$ cat src/design/smig_pkg.sv
// Shared types and constants for the sphere mesh index generator.
// No dependencies; imported by every module of the block.
package smig_pkg;

    localparam int CFG_W       = 9;
    localparam int IDX_W       = 17;
    localparam int DATA_W      = 32;
    localparam int ADDR_W      = 3;
    localparam int DEF_SECTORS = 16;
    localparam int DEF_RINGS   = 8;
    localparam int MAX_SECTORS_DEF = 256;
    localparam int MAX_RINGS_DEF   = 256;

    // Register index, taken from paddr[2]
    localparam logic REG_SECTORS = 1'b0;
    localparam logic REG_RINGS   = 1'b1;

    typedef enum logic [1:0] {
        PH_TOP  = 2'd0,
        PH_BAND = 2'd1,
        PH_BOT  = 2'd2
    } phase_t;

    typedef struct packed {
        logic [IDX_W-1:0] vertex_a;
        logic [IDX_W-1:0] vertex_b;
        logic [IDX_W-1:0] vertex_c;
        phase_t           region;
        logic             last;
    } tri_t;

    typedef struct packed {
        logic advance;   // a word is taken this cycle
        logic restart;   // its restart field
        logic clear;     // register write: back to triangle 0
    } seq_ctrl_t;

endpackage

$ cat src/design/smig_seq.sv
// Sequencer: phase, band, sector and row base counters plus the triangle
// index arithmetic for the current word. Depends on smig_pkg.
module smig_seq
    import smig_pkg::*;
#(
    parameter int MAX_SECTORS = MAX_SECTORS_DEF,
    parameter int MAX_RINGS   = MAX_RINGS_DEF
) (
    input  logic             clk,
    input  logic             rst_n,
    input  seq_ctrl_t        ctrl,
    input  logic [CFG_W-1:0] sector_count,
    input  logic [CFG_W-1:0] ring_count,
    output tri_t             tri_out
);

    localparam int CFG_MAX = (1 << CFG_W) - 1;
    localparam int SMAX    = (MAX_SECTORS < CFG_MAX) ? MAX_SECTORS : CFG_MAX;
    localparam int RMAX    = (MAX_RINGS < CFG_MAX) ? MAX_RINGS : CFG_MAX;
    localparam int CW      = $clog2(SMAX);
    localparam int BW      = (RMAX > 2) ? $clog2(RMAX) : 1;
    localparam int CMP_W   = CFG_W + 1;

    phase_t           phase_reg, phase_next;
    logic [BW-1:0]    band_reg, band_next;
    logic [CW-1:0]    sector_reg, sector_next;
    logic             half_reg, half_next;
    logic [IDX_W-1:0] row_base_reg, row_base_next;

    logic [CFG_W-1:0] s, r;
    logic             clr;
    phase_t           ph;
    logic [CW-1:0]    j;
    logic [BW-1:0]    band;
    logic             half;
    logic [IDX_W-1:0] rb, s17, j17, nb;
    logic [IDX_W-1:0] rbj, rbj1, nbj, nbj1, sj, sj1;
    logic [CMP_W-1:0] j_inc, band_inc, r_m2;
    logic             wrap, band_done;

    always_comb
    begin
        s = sector_count;
        if (s == '0)
            s = CFG_W'(1);
        else if (CMP_W'(s) > CMP_W'(SMAX))
            s = CFG_W'(SMAX);
        r = ring_count;
        if (r < CFG_W'(2))
            r = CFG_W'(2);
        else if (CMP_W'(r) > CMP_W'(RMAX))
            r = CFG_W'(RMAX);
    end

    // The restart field, phase code 3 or a sector index past a shrunk S restarts the sequence
    assign clr  = ctrl.restart
               || !(phase_reg == PH_TOP || phase_reg == PH_BAND || phase_reg == PH_BOT)
               || (CMP_W'(sector_reg) >= CMP_W'(s));
    assign ph   = clr ? PH_TOP : phase_reg;
    assign j    = clr ? '0 : sector_reg;
    assign band = clr ? '0 : band_reg;
    assign half = clr ? 1'b0 : half_reg;
    assign rb   = clr ? '0 : row_base_reg;

    assign s17  = IDX_W'(s);
    assign j17  = IDX_W'(j);
    assign nb   = rb + s17 + IDX_W'(1);
    assign rbj  = rb + j17;
    assign rbj1 = rbj + IDX_W'(1);
    assign nbj  = nb + j17;
    assign nbj1 = nbj + IDX_W'(1);
    assign sj   = s17 + j17;
    assign sj1  = sj + IDX_W'(1);

    assign j_inc     = CMP_W'(j) + CMP_W'(1);
    assign wrap      = j_inc >= CMP_W'(s);
    assign band_inc  = CMP_W'(band) + CMP_W'(1);
    assign r_m2      = CMP_W'(r) - CMP_W'(2);
    assign band_done = band_inc >= r_m2;

    // Next state
    always_comb
    begin
        phase_next    = ph;
        band_next     = band;
        sector_next   = j;
        half_next     = half;
        row_base_next = rb;
        unique case (ph)
            PH_TOP:
            begin
                sector_next = j_inc[CW-1:0];
                if (wrap)
                begin
                    sector_next   = '0;
                    row_base_next = s17;
                    phase_next    = (r > CFG_W'(2)) ? PH_BAND : PH_BOT;
                end
            end
            PH_BAND:
            begin
                if (!half)
                    half_next = 1'b1;
                else
                begin
                    half_next   = 1'b0;
                    sector_next = j_inc[CW-1:0];
                    if (wrap)
                    begin
                        sector_next   = '0;
                        row_base_next = nb;
                        band_next     = band_inc[BW-1:0];
                        if (band_done)
                        begin
                            band_next  = '0;
                            phase_next = PH_BOT;
                        end
                    end
                end
            end
            PH_BOT:
            begin
                sector_next = j_inc[CW-1:0];
                if (wrap)
                begin
                    phase_next    = PH_TOP;
                    band_next     = '0;
                    sector_next   = '0;
                    half_next     = 1'b0;
                    row_base_next = '0;
                end
            end
            default:
            begin
                phase_next    = PH_TOP;
                band_next     = '0;
                sector_next   = '0;
                half_next     = 1'b0;
                row_base_next = '0;
            end
        endcase
    end

    // Triangle for the current state
    always_comb
    begin
        tri_out.region = ph;
        tri_out.last   = 1'b0;
        unique case (ph)
            PH_TOP:
            begin
                tri_out.vertex_a = j17;
                tri_out.vertex_b = sj;
                tri_out.vertex_c = sj1;
            end
            PH_BAND:
            begin
                if (!half)
                begin
                    tri_out.vertex_a = rbj;
                    tri_out.vertex_b = nbj;
                    tri_out.vertex_c = nbj1;
                end
                else
                begin
                    tri_out.vertex_a = nbj1;
                    tri_out.vertex_b = rbj1;
                    tri_out.vertex_c = rbj;
                end
            end
            PH_BOT:
            begin
                tri_out.vertex_a = nbj;
                tri_out.vertex_b = rbj1;
                tri_out.vertex_c = rbj;
                tri_out.last     = wrap;
            end
            default:
            begin
                tri_out.vertex_a = '0;
                tri_out.vertex_b = '0;
                tri_out.vertex_c = '0;
            end
        endcase
    end

    always_ff @(posedge clk or negedge rst_n)
    begin
        if (!rst_n)
        begin
            phase_reg    <= PH_TOP;
            band_reg     <= '0;
            sector_reg   <= '0;
            half_reg     <= 1'b0;
            row_base_reg <= '0;
        end
        else if (ctrl.clear)
        begin
            phase_reg    <= PH_TOP;
            band_reg     <= '0;
            sector_reg   <= '0;
            half_reg     <= 1'b0;
            row_base_reg <= '0;
        end
        else if (ctrl.advance)
        begin
            phase_reg    <= phase_next;
            band_reg     <= band_next;
            sector_reg   <= sector_next;
            half_reg     <= half_next;
            row_base_reg <= row_base_next;
        end
    end

endmodule

$ cat src/design/sphere_mesh_index_generator.sv
// Top level of the sphere mesh index generator: register port, sequencer
// and output register. Depends on smig_pkg and smig_seq.
//
// Emits the triangle index list of a UV sphere, one triangle per input word.
// Input channel: in_valid/in_stall carrying restart; restart=1 makes the
// word produce the first top-cap triangle. Output channel: out_valid/
// out_stall carrying vertex_a/b/c, region and last; last marks the final
// bottom-cap triangle, after which the sequence starts over.
// A taken word shows its triangle in the cycle after. Throughput is one
// triangle per cycle while the receiver does not stall, set by the single
// output register; a new word is taken whenever that register is empty or
// being emptied in the same cycle. While the receiver stalls, the output
// holds and in_stall rises once the output register is full.
// Registers over APB: 0x0 sector_count, 0x4 ring_count (9 bits). A write
// returns the sequence to triangle 0; write only while idle.
// Reset: sector_count 16, ring_count 8, sequence at triangle 0, output
// empty.
module sphere_mesh_index_generator
    import smig_pkg::*;
#(
    parameter int MAX_SECTORS = MAX_SECTORS_DEF,
    parameter int MAX_RINGS   = MAX_RINGS_DEF
) (
    input  logic              clk,
    input  logic              rst_n,
    input  logic              psel,
    input  logic              penable,
    input  logic              pwrite,
    input  logic [ADDR_W-1:0] paddr,
    input  logic [DATA_W-1:0] pwdata,
    output logic [DATA_W-1:0] prdata,
    output logic              pready,
    input  logic              in_valid,
    output logic              in_stall,
    input  logic              restart,
    output logic              out_valid,
    input  logic              out_stall,
    output logic [IDX_W-1:0]  vertex_a,
    output logic [IDX_W-1:0]  vertex_b,
    output logic [IDX_W-1:0]  vertex_c,
    output logic [1:0]        region,
    output logic              last
);

    logic [CFG_W-1:0] sector_count_reg, ring_count_reg;
    logic             cfg_wr;
    logic             in_take;
    seq_ctrl_t        ctrl;
    tri_t             tri_cur;
    tri_t             tri_reg;
    logic             out_valid_reg, out_valid_next;

    assign pready = 1'b1;
    assign cfg_wr = psel && penable && pwrite && pready;

    always_ff @(posedge clk or negedge rst_n)
    begin
        if (!rst_n)
        begin
            sector_count_reg <= CFG_W'(DEF_SECTORS);
            ring_count_reg   <= CFG_W'(DEF_RINGS);
        end
        else if (cfg_wr)
        begin
            unique case (paddr[2])
                REG_SECTORS: sector_count_reg <= pwdata[CFG_W-1:0];
                REG_RINGS:   ring_count_reg   <= pwdata[CFG_W-1:0];
                default:     ;
            endcase
        end
    end

    always_comb
    begin
        unique case (paddr[2])
            REG_SECTORS: prdata = DATA_W'(sector_count_reg);
            REG_RINGS:   prdata = DATA_W'(ring_count_reg);
            default:     prdata = '0;
        endcase
    end

    assign in_stall = out_valid_reg && out_stall;
    assign in_take  = in_valid && !in_stall;

    assign ctrl.advance = in_take;
    assign ctrl.restart = restart;
    assign ctrl.clear   = cfg_wr;

    smig_seq #(
        .MAX_SECTORS (MAX_SECTORS),
        .MAX_RINGS   (MAX_RINGS)
    ) u_seq (
        .clk          (clk),
        .rst_n        (rst_n),
        .ctrl         (ctrl),
        .sector_count (sector_count_reg),
        .ring_count   (ring_count_reg),
        .tri_out      (tri_cur)
    );

    assign out_valid_next = in_take || (out_valid_reg && out_stall);

    always_ff @(posedge clk or negedge rst_n)
    begin
        if (!rst_n)
            out_valid_reg <= 1'b0;
        else
            out_valid_reg <= out_valid_next;
    end

    always_ff @(posedge clk)
    begin
        if (in_take)
            tri_reg <= tri_cur;
    end

    assign out_valid = out_valid_reg;
    assign vertex_a  = tri_reg.vertex_a;
    assign vertex_b  = tri_reg.vertex_b;
    assign vertex_c  = tri_reg.vertex_c;
    assign region    = tri_reg.region;
    assign last      = tri_reg.last;

endmodule

$ cat config.mk
export PLATFORM = sky130hd
export DESIGN_NAME = sphere_mesh_index_generator
export DESIGN_NICKNAME = d
export VERILOG_FILES = /design/src/design/smig_pkg.sv /design/src/design/smig_seq.sv /design/src/design/sphere_mesh_index_generator.sv
export SDC_FILE = /design/constraint.sdc
export NUM_CORES = 1
export LEC_CHECK = 0
export BUFFER_PORTS_ARGS = -buffer_cell sky130_fd_sc_hd__buf_2
export CORE_MARGIN = 8
export CORE_UTILIZATION = 59
export DETAILED_ROUTE_END_ITERATION = 8
export MAX_ROUTING_LAYER = met4
export PLACE_DENSITY_LB_ADDON = 0.1
export SLEW_MARGIN = 0
export SYNTH_ARGS = -nofsm -noshare
export SYNTH_HDL_FRONTEND = slang
export SYNTH_SLANG_ARGS = --single-unit
$ cat constraint.sdc
create_clock -name clk -period 8.5 [get_ports clk]
set_clock_uncertainty 0.15 [all_clocks]
set_input_delay 0.85 -clock clk [delete_from_list [all_inputs] [get_ports clk]]
set_output_delay 0.85 -clock clk [all_outputs]
set_load 0.01 [all_outputs]
== After elaboration in Yosys (flattened, before gate mapping) ==
Index checks and enable logic that the tools add are counted.
W data, S select, Z words.
Storage, ports and cells
  bits in registers: 109
  input port bits: 43
  output and inout port bits: 89
  logic and storage cells: 99
Cells by class
  add/sub/neg operators: 11
  order comparisons: 7
  equality and inequality tests: 4
  multiplexer cells: 45
  bitwise operators: 1
  reduce and logical (&&, ||, !) cells: 18
Operator list (count)
  $pmux W51 S3: 1
  $mux W17: 7
  $mux W8: 12
  $add A17 B1 Y17 const B: 4
  $pmux W32 S2: 1
  $mux W51: 1
  $pmux W17 S3: 1
  $mux W9: 4
  $add A17 B8 Y17: 2
  $pmux W8 S3: 1
  $add A8 B1 Y9 const B: 2
  $gt A9 B9 Y1 const B: 2
  $mux W2: 9
  $add A17 B9 Y17: 1
  $pmux W8 S2: 1
  $add A9 B8 Y10: 1
  $ge A10 B10 Y1: 1
  $ge A10 B9 Y1: 1
  $sub A9 B2 Y10 const B: 1
  $ge A8 B9 Y1: 1
  $gt A9 B2 Y1 const B: 1
  $logic_not A9 Y1: 1
  $lt A9 B2 Y1 const B: 1
  $pmux W2 S3: 1
  other kinds (12): 28

== Longest topological paths before layout ==
  depth in word-level cells: 15
  gate-level depth with buffers: 33
  mapped depth without buffers: 28

== Cells and area by module ==
A second synthesis with hierarchy kept.
Second synthesis, totals
  cell total of the unflattened synthesis: 1074
  area total of the unflattened synthesis: 9587.9 sq um
Modules (own cells, without submodules)
  smig_seq: times used 1, cells each 941, area an instance 6914.1 sq um, sequential area each 900.9 sq um
  sphere_mesh_index_generator: times used 1, cells each 133, area an instance 2673.8 sq um, sequential area each 2099.5 sq um

== Worst setup path after synthesis ==
Ideal clock, no wire load.
  path type: flip-flop to flip-flop
  start point: reg sector_count_reg[3]
  end point: reg tri_reg, in the netlist vertex_c[15] (data pin)
  setup time: 0.259 ns
  arrival: 6.708 ns
  data required time: 8.091 ns
  path slack: 1.383 ns
  stages on the path, launching flop included: 33
  path buffers: 5
  clock period less this slack: 7.117 ns
  cell sequence: dfrtp_1 -> nor4_1 -> a21oi_1 -> nor2_1 -> ha_1 -> nand2b_1 -> a31oi_1 -> o211ai_2 -> nand2_1 -> clkbuf_1 -> clkbuf_1 -> clkbuf_1 -> clkbuf_1 -> and2_1 -> ha_1 -> and2_4 -> a221oi_2 -> nand2_1 -> a21o_1 -> a21oi_1 -> xnor2_1 -> ha_1 -> and3_1 -> a211oi_1 -> or3_1 -> buf_2 -> nand3b_4 -> nor4_4 -> mux2i_1 -> a211oi_2 -> nand3_2 -> nor2b_1 -> a211o_1
RTL lines
  start, declared: RTL line sphere_mesh_index_generator.sv:45  | logic [CFG_W-1:0] sector_count_reg, ring_count_reg;
  start signal, assigned: RTL line sphere_mesh_index_generator.sv:60  | sector_count_reg <= CFG_W'(DEF_SECTORS);
  start signal, assigned: RTL line sphere_mesh_index_generator.sv:66  | REG_SECTORS: sector_count_reg <= pwdata[CFG_W-1:0];
  end signal, assigned: RTL line sphere_mesh_index_generator.sv:114  | tri_reg <= tri_cur;
  end, declared: RTL line sphere_mesh_index_generator.sv:50  | tri_t tri_reg;

==> impl_metrics.json <==
{
  "yosysMostFrequentCell": "nand2_1",
  "grt_use_met1": 0.341,
  "cts.sinks": 109,
  "io_buffers": 82,
  "grt_util_met3": 0.0415,
  "max_freq_mhz": 134,
  "period_share": 0.881,
  "gp_congestion": 0.961,
  "root_buffer": "clkbuf_16",
  "async_reset_ff_frac": 0.505,
  "outcome": "finished, final reports clean",
  "dpl_worst_slack_ns": 1.13,
  "pwr-share-comb": 0.450,
  "wl_per_cell_um": 18.6,
  "required_ns": 8.43,
  "antenna_found_initial": 0,
  "hold_viol": 0,
  "p_sw_mw": 0.924,
  "grt_max_degree": 65,
  "rows": 46,
  "tns_ns": 0,
  "grt_setup_unrepaired": "no",
  "cts_tree": "done",
  "clkLatencyLatePin_ns": 0.36,
  "cts_hold_buf": 0,
  "ioPinCount": 132,
  "crit_type": "reg2reg",
  "synth-seq-cells": 109,
  "syn_area_per_cell_um2": 8.62,
  "yosysTopAreaCellShare": 0.169,
  "met2_usage": 0.415,
  "n_antenna_cell": 0,
  "ctsResizeCount": 0,
  "swShare": 0.405,
  "worst_slew_pin_slew_ns": 1.18,
  "dr_total_vias": 8357,
  "p_seq_frac": 0.308,
  "finalSetupViolations": 0,
  "post_cts_buffers": 0,
  "track_usage": 0.265,
  "area_growth_pct": 9.34,
  "finalMaxSlewViolations": 0,
  "final_util": 0.659,
  "max_cap_violations": 0,
  "worstPathMaxFanout": 11,
  "nets": 1281,
  "fin_area_um2": 10500,
  "grt_pass1_vias": 8010,
  "cts_buffers": 9,
  "synth.cell_area_um2": 9580,
  "placed_area_um2": 10100,
  "yosysUniqueCellTypes": 95,
  "powerDensity_nw_per_um2": 218,
  "synth_seq_area_share": 0.313,
  "cp-start-kind": "register",
  "die_area_um2": 20600,
  "drive_above_1_share": 0.152,
  "synthCells": 1111,
  "htree_levels": 3,
  "min_period_ns": 7.48,
  "p_total_mw": 2.28,
  "clk_pin_slew_worst_paths_ns": 0.08,
  "yosysTopAreaCell": "edfxtp_1",
  "clock_power_share": 0.242,
  "start_util": 0.603,
  "busiest_layer": "met2",
  "end_kind": "register",
  "hold_class": "reg2reg",
  "dieHeight_um": 143,
  "ys_warn_count": 0,
  "dr.pass1.iters": 5,
  "clockBufferDepth": 2,
  "die_x_um": 143,
  "ir_worst_vdd_v": 0.000145,
  "drtIter0Drc": 693,
  "via_per_inst": 6.01,
  "relSlewSlack": 0.211,
  "grt_pass1_wl_um": 41600,
  "leakage_nw": 4.36,
  "filler_cell_count": 1395,
  "synth_edf_count": 54,
  "drtAntennaViolNets": 0,
  "critPathArrivalTime_ns": 7.41,
  "synthTopCellsByArea": "edfxtp_1 (17%), dfrtp_1 (14%), ha_1 (8.5%), xnor2_1 (5.3%), nand2_1 (5.3%)",
  "intPower_mw": 1.36,
  "hpwl_um": 19600,
  "coreArea_um2": 15900,
  "synth_flop_cell": "edfxtp_1",
  "routed_wl_um": 25900,
  "layout_setup_ws_ns": 1.02,
  "yosys-top-cells-count": "nand2_1 (135), nor2_1 (83), a21oi_1 (71)",
  "drc_errors": 0,
  "overflow": 0
}
[routing by layer]
metal / share of wire / routed length (um) / vias to the layer above
met5: 0 / 0 / -
met4: 0.029 / 748 / 0
met3: 0.074 / 1920 / 49
met2: 0.45 / 11600 / 335
met1: 0.45 / 11700 / 3863
li1: - / - / 4110
[placed cells by master (no fill, tap or decap), types with 30 or more instances in the layout]
cell type	instances
a21oi_1	71
buf_2	82
dfrtp_1	53
edfxtp_1	54
ha_1	65
inv_1	43
nand2_1	135
nand3_1	43
nor2_1	83
o21ai_0	64
xnor2_1	58
xor2_1	30
[worst paths after layout]
check	from	endpoint	slack [ns]	cells after the start
max reg2reg	sector_count_reg[3]	vertex_a[12]	1.02	27
min reg2reg	u_seq.row_base_reg[1]	u_seq.row_base_reg[1]	0.32	2
min	u_seq.row_base_reg[1]	u_seq.row_base_reg[1]	0.32	2
max	sector_count_reg[3]	vertex_a[12]	1.02	27
min in group asynchronous	rst_n	u_seq.band_reg[7]	0.48	2
max in group asynchronous	rst_n	u_seq.row_base_reg[0]	7.22	2
[critical path, stage by stage (launching register included)]
cell and delay (ns):
dfrtp_1 0.42, nor4_1 0.28, a21oi_1 0.09, nor2_1 0.37
ha_1 0.31, nand2b_1 0.15, a31oi_1 0.23, o211ai_2 0.22
nand2_1 0.28, buf_4 0.23, and2_1 0.27, ha_1 0.27
nor2b_1 0.15, o211ai_1 0.33, nand2_1 0.14, a21o_1 0.20
a21oi_1 0.18, xnor2_1 0.22, ha_1 0.35, and3_1 0.18
a211oi_1 0.30, or3_1 0.29, nand2_1 0.22, or3_4 0.46
a2111oi_4 0.47, xor2_1 0.23, a21o_1 0.15, o21ai_1 0.06
[kinds of logic after synthesis]
logic type / count (synthesis) / share of synthesized area
simple gates: 387 / 0.199
mux: 38 / 0.0435
buf+inv: 121 / 0.0586
compound gates: 296 / 0.208
other cells: 2 / 0.000784
flops: 109 / 0.313
xor+xnor: 89 / 0.0833
fa+ha+maj: 69 / 0.0932
[cell type report]
type	count	area (um^2)	share of cell area
Timing Repair Buffer	98	531	0.0506
Multi-Input combinational cell	904	6100	0.583
Clock buffer	9	225	0.0215
Sequential cell	109	3000	0.286
Clock inverter	7	168	0.0160
Tap cell	216	270	0.0258
Inverter	47	176	0.0168
[metrics by stage]
stage / cells / hold slack, ns
2_1_floorplan: 1134 / 0.292
3_3_place_gp: 1374 / 0.303
3_5_place_dp: 1374 / 0.312
4_1_cts: 1390 / 0.328
5_1_grt: 1390 / 0.355
6_report: 1390 / 0.324
[power by group through the flow]
| stage | registers, mW | logic [mW] | clock network [mW] |
|---|---|---|---|
| after floorplan | 0.710 | 0.726 | 0 |
| after global placement | 0.710 | 0.991 | 0 |
| after detailed placement | 0.712 | 1.01 | 0 |
| after CTS | 0.701 | 1.01 | 0.564 |
| after global routing | 0.712 | 1.14 | 0.582 |
| final | 0.703 | 1.03 | 0.553 |
Power figures use the tool's default switching activity.
